### src/hw/rtl/rhfc_pkg.sv
// Shared types, constants and the byte-wise CRC-32 step for the record header framer.
// Used by every module of the block; no dependencies.
package rhfc_pkg;

   // Header layout
   localparam int HEADER_BYTES = 40;
   localparam int CRC_SPAN     = 36;
   localparam int BODY_W       = CRC_SPAN * 8;
   localparam int COUNT_W      = $clog2(HEADER_BYTES);

   localparam logic [31:0] HDR_MAGIC       = 32'h454F_5332;
   localparam logic [15:0] VERSION_DEFAULT = 16'd2;

   // Reflected CRC-32
   localparam logic [31:0] CRC_POLY = 32'hEDB8_8320;
   localparam logic [31:0] CRC_ONES = 32'hFFFF_FFFF;

   typedef struct packed {
      logic [15:0] record_type;
      logic [31:0] record_flags;
      logic [63:0] sequence_number;
      logic [63:0] capture_time_us;
      logic [31:0] payload_bytes;
      logic [31:0] payload_crc;
   } req_type;

   typedef struct packed {
      logic [7:0] header_byte;
      logic       last_byte;
   } rsp_type;

   // First 36 header bytes, byte 0 in the top bits
   typedef logic [BODY_W-1:0] body_type;

   // Fold one byte into the running CRC, LSB first
   function automatic logic [31:0] crc_byte(input logic [31:0] crc, input logic [7:0] data);
      logic [31:0] c;
      c = crc ^ {24'd0, data};
      for (int b = 0; b < 8; b++) begin
         c = c[0] ? ((c >> 1) ^ CRC_POLY) : (c >> 1);
      end
      return c;
   endfunction

endpackage

### src/hw/rtl/rhfc_front.sv
// Front stage: holds the version register, accepts request items and packs header bodies.
// Depends on rhfc_pkg.
module rhfc_front (
   input  logic               clock,
   input  logic               reset,
   input  logic               csr_wr_en,
   input  logic [15:0]        csr_wr_data,
   input  logic               req_valid,
   output logic               req_stall,
   input  rhfc_pkg::req_type  req_data,
   output logic               push,
   output rhfc_pkg::body_type push_data,
   input  logic               q_full
);

   logic [15:0]        ver_ff, ver_in;
   logic               front_valid_ff, front_valid_in;
   rhfc_pkg::body_type body_ff, body_in;
   logic               accept;

   // Hand the packed body to the queue when it has room
   assign push      = front_valid_ff && !q_full;
   assign push_data = body_ff;
   assign req_stall = front_valid_ff && !push;
   assign accept    = req_valid && !req_stall;

   // Update version on a write
   always_comb begin
      ver_in = csr_wr_en ? csr_wr_data : ver_ff;
   end

   // Capture and pack an item
   always_comb begin
      front_valid_in = front_valid_ff;
      body_in        = body_ff;
      if (push) begin
         front_valid_in = 1'b0;
      end
      if (accept) begin
         front_valid_in = 1'b1;
         body_in = {rhfc_pkg::HDR_MAGIC, ver_ff, req_data.record_type,
                    req_data.record_flags, req_data.sequence_number,
                    req_data.capture_time_us, req_data.payload_bytes,
                    req_data.payload_crc};
      end
   end

   always_ff @(posedge clock) begin
      if (reset) begin
         ver_ff         <= rhfc_pkg::VERSION_DEFAULT;
         front_valid_ff <= 1'b0;
      end else begin
         ver_ff         <= ver_in;
         front_valid_ff <= front_valid_in;
      end
   end

   always_ff @(posedge clock) begin
      body_ff <= body_in;
   end

endmodule

### src/hw/rtl/rhfc_queue.sv
// Short queue of packed header bodies between the front and back stages.
// Depends on rhfc_pkg.
module rhfc_queue #(
   parameter int DEPTH = 2
) (
   input  logic               clock,
   input  logic               reset,
   input  logic               push,
   input  rhfc_pkg::body_type push_data,
   output logic               full,
   input  logic               pop,
   output logic               q_valid,
   output rhfc_pkg::body_type q_data
);

   localparam int PTR_W = (DEPTH > 1) ? $clog2(DEPTH) : 1;
   localparam int CNT_W = $clog2(DEPTH + 1);

   rhfc_pkg::body_type entry_ff [DEPTH];
   logic [PTR_W-1:0]   wr_ptr_ff, wr_ptr_in;
   logic [PTR_W-1:0]   rd_ptr_ff, rd_ptr_in;
   logic [CNT_W-1:0]   count_ff, count_in;
   logic               do_push, do_pop;

   assign full    = (count_ff == CNT_W'(DEPTH));
   assign q_valid = (count_ff != '0);
   assign q_data  = entry_ff[rd_ptr_ff];
   assign do_push = push && !full;
   assign do_pop  = pop && q_valid;

   // Advance pointers and occupancy
   always_comb begin
      wr_ptr_in = wr_ptr_ff;
      rd_ptr_in = rd_ptr_ff;
      count_in  = count_ff;
      if (do_push) begin
         wr_ptr_in = (wr_ptr_ff == PTR_W'(DEPTH - 1)) ? '0 : wr_ptr_ff + 1'b1;
      end
      if (do_pop) begin
         rd_ptr_in = (rd_ptr_ff == PTR_W'(DEPTH - 1)) ? '0 : rd_ptr_ff + 1'b1;
      end
      if (do_push && !do_pop) begin
         count_in = count_ff + 1'b1;
      end else if (do_pop && !do_push) begin
         count_in = count_ff - 1'b1;
      end
   end

   always_ff @(posedge clock) begin
      if (reset) begin
         wr_ptr_ff <= '0;
         rd_ptr_ff <= '0;
         count_ff  <= '0;
      end else begin
         wr_ptr_ff <= wr_ptr_in;
         rd_ptr_ff <= rd_ptr_in;
         count_ff  <= count_in;
      end
   end

   // Store the pushed item
   always_ff @(posedge clock) begin
      if (do_push) begin
         entry_ff[wr_ptr_ff] <= push_data;
      end
   end

endmodule

### src/hw/rtl/rhfc_back.sv
// Back stage: serializes one header body a byte per cycle when not stalled, folds the CRC and appends it.
// Depends on rhfc_pkg.
module rhfc_back (
   input  logic               clock,
   input  logic               reset,
   input  logic               q_valid,
   input  rhfc_pkg::body_type q_data,
   output logic               pop,
   output logic               rsp_valid,
   input  logic               rsp_stall,
   output rhfc_pkg::rsp_type  rsp_data
);

   localparam int CW = rhfc_pkg::COUNT_W;

   logic               active_ff, active_in;
   logic [CW-1:0]      count_ff, count_in;
   rhfc_pkg::body_type shift_ff, shift_in;
   logic [31:0]        crc_ff, crc_in;
   logic               rsp_valid_ff, rsp_valid_in;
   rhfc_pkg::rsp_type  rsp_ff, rsp_in;
   logic               advance, finishing, in_body;
   logic [7:0]         body_byte, crc_out_byte;
   logic [31:0]        crc_fin;

   assign advance   = !rsp_valid_ff || !rsp_stall;
   assign finishing = active_ff && (count_ff == CW'(rhfc_pkg::HEADER_BYTES - 1));
   assign in_body   = (count_ff < CW'(rhfc_pkg::CRC_SPAN));
   assign pop       = advance && q_valid && (!active_ff || finishing);
   assign body_byte = shift_ff[rhfc_pkg::BODY_W-1 -: 8];
   assign crc_fin   = crc_ff ^ rhfc_pkg::CRC_ONES;

   // Select the CRC byte, most significant first
   always_comb begin
      case (count_ff[1:0])
         2'd0:    crc_out_byte = crc_fin[31:24];
         2'd1:    crc_out_byte = crc_fin[23:16];
         2'd2:    crc_out_byte = crc_fin[15:8];
         2'd3:    crc_out_byte = crc_fin[7:0];
         default: crc_out_byte = crc_fin[7:0];
      endcase
   end

   // Emit one byte per advance, load the next body as the last byte leaves
   always_comb begin
      active_in    = active_ff;
      count_in     = count_ff;
      shift_in     = shift_ff;
      crc_in       = crc_ff;
      rsp_valid_in = rsp_valid_ff;
      rsp_in       = rsp_ff;
      if (advance) begin
         rsp_valid_in = active_ff;
         rsp_in.header_byte = in_body ? body_byte : crc_out_byte;
         rsp_in.last_byte   = finishing;
         if (active_ff) begin
            count_in = count_ff + 1'b1;
            if (in_body) begin
               shift_in = shift_ff << 8;
               crc_in   = rhfc_pkg::crc_byte(crc_ff, body_byte);
            end
            if (finishing) begin
               active_in = 1'b0;
            end
         end
         if (pop) begin
            active_in = 1'b1;
            count_in  = '0;
            shift_in  = q_data;
            crc_in    = rhfc_pkg::CRC_ONES;
         end
      end
   end

   always_ff @(posedge clock) begin
      if (reset) begin
         active_ff    <= 1'b0;
         count_ff     <= '0;
         rsp_valid_ff <= 1'b0;
      end else begin
         active_ff    <= active_in;
         count_ff     <= count_in;
         rsp_valid_ff <= rsp_valid_in;
      end
   end

   always_ff @(posedge clock) begin
      shift_ff <= shift_in;
      crc_ff   <= crc_in;
      rsp_ff   <= rsp_in;
   end

   assign rsp_valid = rsp_valid_ff;
   assign rsp_data  = rsp_ff;

endmodule

### src/hw/rtl/record_header_framer_crc32.sv
// Record header framer: one request item in, forty header bytes out, CRC-32 on the tail.
// Items pass the front register and the queue to rhfc_back, which emits one registered
// byte a cycle while rsp_stall is low and loads the next body as the last byte leaves.
// Front stage plus QUEUE_DEPTH queued bodies let new items enter while a header drains.
// Synchronous active-high reset clears control state; the version register resets to 2.
module record_header_framer_crc32 #(
   parameter int QUEUE_DEPTH = 2
) (
   input  logic              clock,
   input  logic              reset,
   input  logic              csr_wr_en,
   input  logic [15:0]       csr_wr_data,
   input  logic              req_valid,
   output logic              req_stall,
   input  rhfc_pkg::req_type req_data,
   output logic              rsp_valid,
   input  logic              rsp_stall,
   output rhfc_pkg::rsp_type rsp_data
);

   logic               push, q_full, pop, q_valid;
   rhfc_pkg::body_type push_data, q_data;

   rhfc_front u_front (
      .clock       (clock),
      .reset       (reset),
      .csr_wr_en   (csr_wr_en),
      .csr_wr_data (csr_wr_data),
      .req_valid   (req_valid),
      .req_stall   (req_stall),
      .req_data    (req_data),
      .push        (push),
      .push_data   (push_data),
      .q_full      (q_full)
   );

   rhfc_queue #(
      .DEPTH (QUEUE_DEPTH)
   ) u_queue (
      .clock     (clock),
      .reset     (reset),
      .push      (push),
      .push_data (push_data),
      .full      (q_full),
      .pop       (pop),
      .q_valid   (q_valid),
      .q_data    (q_data)
   );

   rhfc_back u_back (
      .clock     (clock),
      .reset     (reset),
      .q_valid   (q_valid),
      .q_data    (q_data),
      .pop       (pop),
      .rsp_valid (rsp_valid),
      .rsp_stall (rsp_stall),
      .rsp_data  (rsp_data)
   );

endmodule
### config.mk
export PLATFORM = sky130hd
export DESIGN_NAME = record_header_framer_crc32
export DESIGN_NICKNAME = d
export VERILOG_FILES = /design/src/hw/rtl/rhfc_pkg.sv /design/src/hw/rtl/rhfc_front.sv /design/src/hw/rtl/rhfc_queue.sv /design/src/hw/rtl/rhfc_back.sv /design/src/hw/rtl/record_header_framer_crc32.sv
export SDC_FILE = /design/constraint.sdc
export NUM_CORES = 1
export LEC_CHECK = 0
export BUFFER_PORTS_ARGS = -buffer_cell sky130_fd_sc_hd__clkbuf_2
export CORE_MARGIN = 4
export CORE_UTILIZATION = 36
export DETAILED_ROUTE_END_ITERATION = 8
export GPL_TIMING_DRIVEN = 0
export HOLD_SLACK_MARGIN = 0.08
export SLEW_MARGIN = 20
export SYNTH_ARGS = -nofsm -noshare
export SYNTH_HDL_FRONTEND = slang
export SYNTH_HIERARCHICAL = 1
export SYNTH_SLANG_ARGS = --single-unit
export TNS_END_PERCENT = 5
### constraint.sdc
create_clock -name clock -period 13.1 [get_ports clock]
set_input_delay 1.965 -clock clock [delete_from_list [all_inputs] [get_ports clock]]
set_output_delay 1.965 -clock clock [all_outputs]
set_load 0.02 [all_outputs]
# Word-level counts from Yosys, hierarchy flattened
# Memories as Yosys holds them, arrays and structs flattened. A register that Yosys moved wholly into a read port is not among the register bits.
# Cells that the tools add are included.
# word_totals
mem_bits_rw	512
word_cells	93
n_memories	1
ff_bits	614
inputBits	261
out_inout_bits	11
# mem_list
memory	words	width	read_ports	rd_clocked_by_memory_dff	wr	line	source
u_queue.entry_ff	2	256	1	1	1	rhfc_queue.sv:19	rhfc_pkg::body_type entry_ff [DEPTH];
# op_classes
order_cmp	1
eq_ne	5
n_addsub	5
bitwise_logic	10
reduce_logical	28
muxes	30
# ops
operator	n
2-to-1 mux 288 bit	3
2-to-1 mux 32 bit	10
inverter 13 -> 14 bit	8
inverter 32 bit	1
case mux 8 bit (4 select lines)	1
bitwise XOR 32 x 8 -> 32 bit	1
2-to-1 mux 6 bit	2
2-to-1 mux 1 bit	11
logical AND 1 bit	10
nonzero test 2 bit	5
zero test 1 bit	8
2-to-1 mux 8 bit	1
adder 6 x 1 -> 6 bit (second input constant)	1
== test 2 bit (second input constant)	3
== test 6 bit (second input constant)	1
less-than comparator 6 bit (second input constant)	1
2-to-1 mux 2 bit	2
AND reduction 3 bit	1
adder 1 bit (second input constant)	2
adder 2 x 1 -> 2 bit (second input constant)	1
== test 2 x 1 -> 1 bit (second input constant)	1
zero test 2 bit	1
logical OR 1 bit	2
AND reduction 2 bit	1
subtractor 2 x 1 -> 2 bit (second input constant)	1

# Depth between registers and ports, before layout
# Gate-level depths: netlist of run 1.
# logic_depth
depth_word	19
depth_mapped	12
ltp_nobuf	10

# Modules after synthesis
# Netlist of run 1, hierarchy kept.
# by_module_without_submodules
mod	area_per_inst_um2	cells_each	seq_area_each_um2	instances
rhfc_queue	21834.7	921	17396.7	1
rhfc_back	16114.2	858	10039.6	1
rhfc_front	8565.7	348	8027.7	1

# Least setup slack after synthesis of run 1
# Ideal clock, no wire load.
# synth_timing
path_type	in2reg
start	in req_valid
end	reg u_front.body_ff[0] (netlist: u_front/push_data[0]), enable pin
cell_stages	1
slack_ps	-783
arrival_time_ps	12981
required_time_ps	12197
cell_sequence	nor2b_1
# synth_between
elab_chain_cells	1
# synth_rtl
item	line	source
start, declared	record_header_framer_crc32.sv:13	input logic req_valid,
logical AND 1 bit	rhfc_front.sv:25	assign accept = req_valid && !req_stall;
end signal, assigned	rhfc_front.sv:59	body_ff <= body_in;
end, declared	rhfc_front.sv:18	rhfc_pkg::body_type body_ff, body_in;
# No other way between the ends.
# A chain may end at the register's enable or synchronous reset.

# Worst setup path in the final report of run 1
# layout_timing
start	in rsp_stall
end	reg u_back.shift_ff[125], enable pin
# layout_between
elab_chain_cells	6
# layout_rtl
item	line	source
start, declared	record_header_framer_crc32.sv:17	input logic rsp_stall,
zero test 1 bit (*)	rhfc_back.sv:26	assign advance = !rsp_valid_ff || !rsp_stall;
logical OR 1 bit (*)	rhfc_back.sv:26	
named net u_back.advance	rhfc_back.sv:22	logic advance, finishing, in_body;
logical AND 1 bit (*) (2 in series)	rhfc_back.sv:29	assign pop = advance && q_valid && (!active_ff || finishing);
named net pop	record_header_framer_crc32.sv:21	logic push, q_full, pop, q_valid;
nonzero test 2 bit (no source line)	--	
AND reduction 3 bit (no source line) (*)	--	
end signal, assigned	rhfc_back.sv:88	shift_ff <= shift_in;
end, declared	rhfc_back.sv:18	rhfc_pkg::body_type shift_ff, shift_in;
# Mark *: on every way through the listed nets, which the timed path passes. The rest lies on a longest branch.

==> results of run 1 <==
## critical path: stages
cell and delay [ns]:
clkbuf_2 0.09, nand2_1 0.47, and2_1 0.34, nand2_4 0.20, buf_6 0.22, inv_1 0.08, buf_2 0.25, o21a_4 0.34
buf_12 0.26, buf_12 0.27, buf_12 0.26, buf_12 0.25
## layer usage
metal	global-route usage, %	part of all wire, %	routed length, um
met1	15.3	42	35900
met2	21.5	50	43300
met3	3.32	5.5	4690
met4	4.12	2.1	1820
met5	0	0.043	37
## kinds of logic (layout without fill, tap and decap cells)
family	after synthesis	count (layout)	share of synthesized area, %
xor gates and xnor gates	67	67	2.11
other	2	41	0.0161
AOI/OAI and AO/OA	46	46	0.605
adders and majority gates	5	5	0.134
DFF	1191	1191	76.2
muxes	585	585	17.5
and+or+nand+nor	115	115	1.22
buffers and inverters	116	639	2.13
## where the power goes
group | internal (uW) | leakage (uW) | switching, uW | total [uW]
combinational | 2510 | 0.00709 | 2140 | 4650
clock | 2140 | 0.00206 | 1460 | 3600
sequential | 5710 | 0.0112 | 348 | 6060
## flip-flops by register name, indices dropped and copies added, names as in the netlist, named ones only
name                    cells
u_back/active_ff            1
u_back/count_ff             6
u_back/crc_ff              32
u_back/rsp_data             9
u_back/rsp_valid            1
u_back/shift_ff           288
u_front/front_valid_ff      1
u_front/push_data         256
u_front/ver_ff             16
u_queue/count_ff            2
u_queue/entry_ff          576
u_queue/rd_ptr_ff           1
u_queue/wr_ptr_ff           1
## final cells by class
type	count	area [um^2]
Fill cell	10900	72900
Buffer	108	960
Sequential cell	1191	35500
Clock buffer	144	3170
Clock inverter	81	1050
Inverter	8	37.5
Timing Repair Buffer	298	2050
Tap cell	1729	2160
Multi-Input combinational cell	850	10200
Antenna cell	9	22.5
## final timing paths
path | endpoint | start
setup reg to reg | u_back/shift_ff[125] | u_back/count_ff[0]
hold reg to reg | u_front/push_data[255] | u_front/ver_ff[15]
hold / removal | u_front/push_data[255] | u_front/ver_ff[15]
setup / recovery | u_back/shift_ff[125] | rsp_stall
## placed cells by master (no fill, tap or decap), drive strengths merged
cell      instances
edfxtp         1161
mux2            568
clkbuf          420
buf             130
nand2            45
clkinv           40
xnor2            34
conb             32
dfxtp            30
nor2             24
o21ai            22
bufinv           20
inv              19
mux2i            17
xor2             17
xnor3            13
clkinvlp         10
diode             9
a21oi             9
and3              9
nand2b            8
o221ai            8
or2               7
ha                5
and2              5
nand4             4
nor2b             4
xor3              3
nor3              3
a21boi            2
nand3             2
or3               2
nor4bb            1
a21o              1
o31ai             1
a2bb2oi           1
o21a              1
nor3b             1
a211o             1
## metrics by stage
| stage | hold slack (ns) | cells | TNS, ns | total power (uW) | utilization (%) |
|---|---|---|---|---|---|
| finish | 0.425 | 4418 | 0 | 14300 | 43.1 |
| floorplan | 0.401 | 2157 | 0 | 9890 | - |
| detailed placement | 0.421 | 4184 | 0 | 10800 | 39.7 |
| global placement | 0.413 | 4156 | -867.50 | 10700 | 39.2 |
| global route | 0.441 | 4410 | 0 | 15000 | 43.0 |
| CTS | 0.426 | 4409 | 0 | 14500 | 43.0 |
==> impl_metrics.json, run 1 <==
{
  "ant_nets": 0,
  "hold_class": "flop to flop",
  "synth_cell_type_count": 45,
  "clock_latency_ns": 0.73,
  "setup_viol": 0,
  "fin_nets": 2843,
  "fin_skew_ns": 0.0228,
  "cts_tree": "yes",
  "synthTopCellsByCount": "1161 x edfxtp_1, 425 x mux2_4, 143 x mux2_2",
  "dp_hpwl_um": 56800,
  "fp.dieArea_um2": 135000,
  "root_buffer": "clkbuf_16",
  "ys_async_sr_fraction_pct": 0,
  "drc": 0,
  "post_cts.repair.setup_buffers": 0,
  "drv_cap": 0,
  "ys_ff_latch": 1191,
  "syn_area_um2": 46500,
  "numCtsBuffers": 120,
  "grt_use_total_pct": 12.5,
  "drive_above_1_share_pct": 44.5,
  "cp.required_ns": 13.50,
  "grt_pass1_vias": 21500,
  "io_pins": 272,
  "die_y_um": 367,
  "worstPathArrival_ns": 5.15,
  "grt_max_degree": 101,
  "yosysMostFrequentCell": "edfxtp_1",
  "place_area_um2": 50900,
  "powerDensity_nw_per_um2": 259,
  "synthTopCellsByArea": "edfxtp_1 75%, mux2_4 14%, mux2_2 3.5%",
  "num_vias": 19800,
  "slew_headroom_pct": 43.8,
  "fin_crit_sh_pct": 36.3,
  "rows": 131,
  "critPathMaxFanout": 37,
  "status": "complete, no violations",
  "io_buffers": 270,
  "clockBufferDepth": 3,
  "drt_iter0_markers": 1162,
  "overflow": 0,
  "wl_per_cell_um": 19.4,
  "grt_setup_unrepaired": "false",
  "fmax_mhz": 211,
  "dr.pass1.iters": 5,
  "wl_um": 85700,
  "ys.flop_type": "edfxtp_1",
  "fin_ws_ns": 8.35,
  "h-tree-depth": 3,
  "synth_edf_count": 1161,
  "synth_area_leader_cell": "edfxtp_1",
  "cts_sinks": 1191,
  "gp_congestion": 0.776,
  "critPathKind": "primary input to flop",
  "die_x_um": 367,
  "grt_antenna_before_repair": 22,
  "hold_buffers": 0,
  "core_area_um2": 128000,
  "hold_depth": 0,
  "hold_viol_final": 0,
  "grt_pass1_wl_um": 129000,
  "ff2ff_path_depth": 12,
  "irDropWorstVdd_v": 0.000161,
  "clk_pin_slew_worst_paths_ns": 0.06,
  "seq_area_frac_synth_pct": 76.2,
  "synth_top_area_share_pct": 75.0,
  "start_kind": "primary input",
  "postSynthAreaPerCell_um2": 21.9,
  "ys_warn_count": 6,
  "initial_core_util_pct": 36.3,
  "design_area_um2": 55100,
  "area_growth_pct": 18.5,
  "tightestPinTransition_ns": 0.838,
  "routed_via_density": 4.47,
  "rrSetupSlack_ns": 9.28,
  "cp-end-kind": "flop",
  "cts-resized-gates": 0,
  "period_minus_slack_ns": 4.75,
  "place_ws_ns": 7.57,
  "maxSlewViolCount": 0,
  "leakagePower_uw": 0.0203,
  "syn_inst": 2127
}
Note: power is estimated with default switching activity, not from simulation.
==> run 2, diff against run 1 <==
ABC_AREA = 1   (was default)
clock period = 4.2 ns   (was 13.1 ns; I/O delays follow)
==> impl_metrics.json, run 2 <==
{
  "status": "complete, no violations",
  "synth_cell_type_count": 42,
  "clk_pin_slew_worst_paths_ns": 0.05,
  "grt_antenna_before_repair": 12,
  "critPathMaxFanout": 22,
  "clock_latency_ns": 0.78,
  "numCtsBuffers": 131,
  "fin_nets": 3918,
  "grt_pass1_vias": 24800,
  "slew_headroom_pct": 46.1,
  "leakagePower_uw": 0.0223,
  "die_x_um": 365,
  "ant_nets": 0,
  "hold_depth": 1,
  "drc": 0,
  "cts_sinks": 1191,
  "grt_setup_unrepaired": "false",
  "grt_max_degree": 32,
  "synth_area_leader_cell": "edfxtp_1",
  "ff2ff_path_depth": 13,
  "fp.dieArea_um2": 133000,
  "tightestPinTransition_ns": 0.799,
  "synth_edf_count": 1161,
  "hold_viol_final": 0,
  "synthTopCellsByArea": "edfxtp_1 76%, nand2_1 8.0%, mux2_4 6.6%",
  "r2r-end": "u_back/shift_ff[181]",
  "rows": 130,
  "area_growth_pct": 25.4,
  "place_area_um2": 50900,
  "routed_via_density": 4.46,
  "wl_um": 93800,
  "die_y_um": 365,
  "ys_warn_count": 6,
  "rrSetupSlack_ns": 0.57,
  "setup_viol": 0,
  "yosysMostFrequentCell": "edfxtp_1",
  "dr.pass1.iters": 8,
  "period_minus_slack_ns": 3.63,
  "fin_skew_ns": 0.0512,
  "holdPathEnd": "u_front/push_data[138]",
  "h-tree-depth": 4,
  "initial_core_util_pct": 36.4,
  "io_buffers": 271,
  "drv_cap": 0,
  "ys_async_sr_fraction_pct": 0,
  "whs_ns": 0.156,
  "fmax_mhz": 276,
  "hold_buffers": 241,
  "ys_ff_latch": 1191,
  "cp-end-kind": "flop",
  "irDropWorstVdd_v": 0.000412,
  "top_register": "u_queue/entry_ff",
  "wl_per_cell_um": 17.4,
  "p_sw_uw": 14100,
  "sequentialPowerShare_pct": 42.8,
  "grt_pass1_wl_um": 143000,
  "clkPwrFrac_pct": 25.7,
  "num_vias": 24100,
  "combPwrFrac_pct": 31.5,
  "hp-start": "req_data[138]",
  "syn_inst": 2920,
  "dpl.cell_count": 4928,
  "clockBufferDepth": 3,
  "root_buffer": "clkbuf_16",
  "critPathKind": "flop to flop",
  "fin_crit_sh_pct": 86.4,
  "design_area_um2": 57600,
  "core_area_um2": 126000,
  "maxSlewViolCount": 0,
  "postSynthAreaPerCell_um2": 15.7,
  "powerDensity_nw_per_um2": 761,
  "ys.flop_type": "edfxtp_1",
  "largest_reg_flops": 576,
  "overflow": 0,
  "r2r_start": "u_back/count_ff[1]",
  "start_kind": "flop",
  "layout_common_cells": "1161 x edfxtp_1, 984 x nand2_1, 271 x clkbuf_2",
  "seq_area_frac_synth_pct": 77.2,
  "gp_congestion": 0.848,
  "post_cts.repair.setup_buffers": 0,
  "cts-resized-gates": 0,
  "drive_above_1_share_pct": 25.6,
  "grt_use_total_pct": 14.2,
  "syn_area_um2": 45900,
  "cts_tree": "yes",
  "io_pins": 272,
  "p_int_uw": 29700,
  "drt_iter0_markers": 1553,
  "hold_class": "primary input to flop",
  "synthTopCellsByCount": "1161 x edfxtp_1, 984 x nand2_1, 201 x mux2_4",
  "worstPathArrival_ns": 4.10,
  "layout_commonest_cell": "edfxtp_1",
  "cp.required_ns": 4.67,
  "dp_hpwl_um": 61500,
  "netSwitchingFraction_pct": 32.3,
  "layout.cells.non_filler": 5405,
  "synth_top_area_share_pct": 75.9
}
[run 2: cell count changes after synthesis, moves of 13 or more]
cell | before | now
mux2_4 | 425 | 201
buf_2 | 16 | 45
buf_6 | 53 | 40
nand2_1 | 44 | 984
xnor3_1 | 13 | 0
nor2_1 | 24 | 64
xnor2_1 | 23 | 8
mux2_2 | 143 | 87
mux2i_1 | 17 | 0
inv_1 | 8 | 77
nand3_1 | 2 | 42
[run 2: area by class of cell]
cell class / instances / area [um^2]
Buffer: 136 / 1050
Sequential cell: 1191 / 35500
Timing Repair Buffer: 569 / 5110
Clock buffer: 162 / 3430
Tap cell: 1650 / 2060
Multi-Input combinational cell: 1541 / 9280
Inverter: 82 / 308
Antenna cell: 1 / 2.50
Clock inverter: 73 / 895
Fill cell: 10900 / 68600
[run 2: per-stage QoR]
step | util, % | power (uW) | setup TNS [ns] | worst slack (ns)
3_5_place_dp | 40.3 | 32800 | 0 | 0.457
4_1_cts | 45.6 | 44500 | 0 | 0.565
5_1_grt | 45.6 | 46600 | 0 | 0.384
2_1_floorplan | - | 27300 | -1807.87 | -2.76
3_3_place_gp | 39.2 | 30500 | -5121.03 | -5.97
6_report | 45.6 | 43800 | 0 | 0.572
[run 2: power groups by stage]
| stage | Combinational, uW | Clock (uW) | Sequential [uW] |
|---|---|---|---|
| floorplan | 8590 | 0 | 18700 |
| CTS | 14000 | 11600 | 18800 |
| global route | 15400 | 12200 | 19000 |
| finish | 13800 | 11300 | 18800 |
| detailed placement | 13800 | 0 | 19000 |
| global placement | 11500 | 0 | 19000 |
[run 2: worst max path at each step]
stage	start	end	slack [ns]	cells past startpoint
CTS	u_back/count_ff[1]	u_back/shift_ff[175]	0.56	13
global route	u_back/count_ff[1]	u_back/shift_ff[185]	0.38	13
global placement	rsp_stall	u_back/shift_ff[101]	-5.97	9
detailed placement	rsp_stall	u_back/shift_ff[162]	0.46	16
finish	u_back/count_ff[1]	u_back/shift_ff[181]	0.57	13
floorplan	rsp_stall	u_back/crc_ff[0]	-2.76	8
[run 2: worst max-delay path: stages (launching register included)]
cell and delay, ns:
dfxtp_1 0.41, ha_1 0.43, nand4_2 0.18, a21oi_2 0.23, inv_2 0.23, clkbuf_8 0.25, a21oi_4 0.26, buf_16 0.21
buf_16 0.19, buf_16 0.17, buf_16 0.18, buf_16 0.18, buf_16 0.19, buf_16 0.18
[run 2: per-layer routing]
metal	up-vias	part of all wire [%]	GRT usage, %
met4	0	2.7	5.21
met3	161	4.7	2.81
li1	11700	-	-
met5	-	0	0
met2	522	49	23.6
met1	11700	43	18.4
[run 2: kinds of logic (layout without fill, tap and decap cells)]
kind of cell / count (synthesis) / in the layout / synth area share, %
flops: 1191 / 1191 / 77.2
simple gates: 1115 / 1115 / 9.39
mux: 288 / 288 / 8.70
buf+inv: 218 / 1022 / 2.94
compound gates: 62 / 62 / 0.787
xor+xnor: 39 / 39 / 0.809
fa+ha+maj: 5 / 5 / 0.136
other cells: 2 / 33 / 0.0163
==> run 3, diff against run 2 <==
clock period = 4 ns   (was 4.2 ns; I/O delays follow)
==> impl_metrics.json, run 3 (synthesized netlist as in run 2, its figures left out) <==
{
  "ant_nets": 0,
  "grt_pass1_wl_um": 143000,
  "wl_per_cell_um": 17.3,
  "area_growth_pct": 25.6,
  "cp_top_family": "buffers and inverters",
  "period_minus_slack_ns": 3.63,
  "hold_viol_final": 0,
  "grt_pass1_vias": 24900,
  "p_int_uw": 31200,
  "io_buffers": 271,
  "drive_above_1_share_pct": 25.5,
  "p_sw_uw": 14800,
  "cts_tree": "yes",
  "fin_skew_ns": 0.0511,
  "slowest_stage": "ha_1",
  "drc": 0,
  "die_y_um": 365,
  "slew_headroom_pct": 46.1,
  "clk_pin_slew_worst_paths_ns": 0.06,
  "routed_via_density": 4.45,
  "dp_hpwl_um": 61500,
  "hold_class": "primary input to flop",
  "crit_buf_inv": 9,
  "place_ws_ns": 0.287,
  "drt_iter0_markers": 1532,
  "critPathKind": "flop to flop",
  "num_vias": 24100,
  "core_area_um2": 126000,
  "fp.dieArea_um2": 133000,
  "rrSetupSlack_ns": 0.37,
  "hold_depth": 5,
  "irDropWorstVdd_v": 0.000433,
  "clkPwrFrac_pct": 25.7,
  "drv_cap": 0,
  "r2r_start": "u_back/count_ff[1]",
  "largest_reg_flops": 576,
  "hold_buffers": 249,
  "initial_core_util_pct": 36.4,
  "fin_crit_sh_pct": 90.7,
  "io_pins": 272,
  "post_cts.repair.setup_buffers": 0,
  "clockBufferDepth": 3,
  "cts-resized-gates": 0,
  "cts_sinks": 1191,
  "top_register": "u_queue/entry_ff",
  "netSwitchingFraction_pct": 32.3,
  "dr.pass1.iters": 5,
  "cp-end-kind": "flop",
  "powerDensity_nw_per_um2": 797,
  "tightestPinTransition_ns": 0.799,
  "wl_um": 93900,
  "r2r-end": "u_back/shift_ff[181]",
  "h-tree-depth": 4,
  "grt_use_total_pct": 14.2,
  "critPathMaxFanout": 22,
  "leakagePower_uw": 0.0223,
  "rows": 130,
  "overflow": 0,
  "met3_usage_pct": 2.81,
  "fin_ws_ns": 0.371,
  "cpMostUsedCell": "buf_16",
  "met1_usage_pct": 18.4,
  "sequentialPowerShare_pct": 42.8,
  "layout_commonest_cell": "edfxtp_1",
  "setup_viol": 0,
  "status": "complete, no violations",
  "grt_setup_unrepaired": "false",
  "hp-start": "csr_wr_data[4]",
  "path_cells": "ha_1, nand4_2, a21oi_2, inv_2, clkbuf_8, a21oi_4, buf_16, buf_16, buf_16, buf_16, buf_16, buf_16, buf_16",
  "gp_congestion": 0.848,
  "grt.busiest_layer": "met2",
  "grt_max_degree": 32,
  "start_kind": "flop",
  "ff2ff_path_depth": 13,
  "maxSlewViolCount": 0,
  "fmax_mhz": 276,
  "worstPathArrival_ns": 4.10,
  "root_buffer": "clkbuf_16",
  "layout_common_cells": "1161 x edfxtp_1, 984 x nand2_1, 271 x clkbuf_2",
  "clock_latency_ns": 0.78,
  "cpPeakStageDelay_ns": 0.43,
  "numCtsBuffers": 131,
  "cp.required_ns": 4.47,
  "fin_nets": 3927,
  "die_x_um": 365,
  "grt_antenna_before_repair": 12,
  "grt.met2_usage_pct": 23.7,
  "utilization_pct": 45.7,
  "combPwrFrac_pct": 31.5,
  "holdPathEnd": "u_front/ver_ff[4]"
}
## run 3: cell types whose count changed in the layout (fill, tap and decap cells not counted), sizes merged
cell and delta:
dlygate4sd3 +9
## run 3: tightest hold or removal path: stages
cell      delay (ns)
clkbuf_2        0.08
inv_1           0.04
nand2_1         0.04
nand2_1         0.05
nor2_1          0.04
## run 3: how the worst max path moves through the flow
stage	start	end	slack (ns)	depth (start not counted)
2_1_floorplan	rsp_stall	u_back/crc_ff[0]	-2.93	8
3_3_place_gp	rsp_stall	u_back/shift_ff[101]	-6.14	9
3_5_place_dp	rsp_stall	u_back/shift_ff[162]	0.29	16
4_1_cts	u_back/count_ff[1]	u_back/shift_ff[175]	0.36	13
5_1_grt	u_back/count_ff[1]	u_back/shift_ff[185]	0.18	13
6_report	u_back/count_ff[1]	u_back/shift_ff[181]	0.37	13
## run 3: routing by layer
layer / vias up / wire, um / part of all wire (%)
li1: 11800 / - / -
met1: 11700 / 40600 / 43
met2: 505 / 46500 / 49
met3: 163 / 4320 / 4.6
met4: 0 / 2540 / 2.7
met5: - / 0 / 0
## run 3: area by class of cell
| class | count | area [um^2] |
|---|---|---|
| Antenna cell | 1 | 2.50 |
| Timing Repair Buffer | 578 | 5200 |
| Clock inverter | 73 | 895 |
| Clock buffer | 162 | 3430 |
| Buffer | 136 | 1050 |
| Multi-Input combinational cell | 1541 | 9280 |
| Tap cell | 1650 | 2060 |
| Fill cell | 10900 | 68500 |
| Sequential cell | 1191 | 35500 |
| Inverter | 82 | 308 |
## run 3: through the flow
stage | cells | power, uW | hold WS, ns | cell area (um^2) | setup TNS, ns
after floorplan | 2950 | 28600 | 0.409 | 46100 | -2026.78
after global placement | 4871 | 31900 | 0.415 | 49500 | -5334.15
after detailed placement | 4928 | 34400 | 0.416 | 50900 | 0
after CTS | 5412 | 46700 | 0.0818 | 57700 | 0
after global routing | 5413 | 48900 | 0.118 | 57700 | 0
final | 5414 | 46000 | 0.158 | 57700 | 0
## run 3: power groups by stage
stage | registers (uW) | logic, uW | clock network, uW
after floorplan | 19600 | 9000 | 0
after global placement | 19900 | 12000 | 0
after detailed placement | 19900 | 14500 | 0
after CTS | 19700 | 14800 | 12200
after global routing | 20000 | 16200 | 12800
final | 19700 | 14500 | 11800
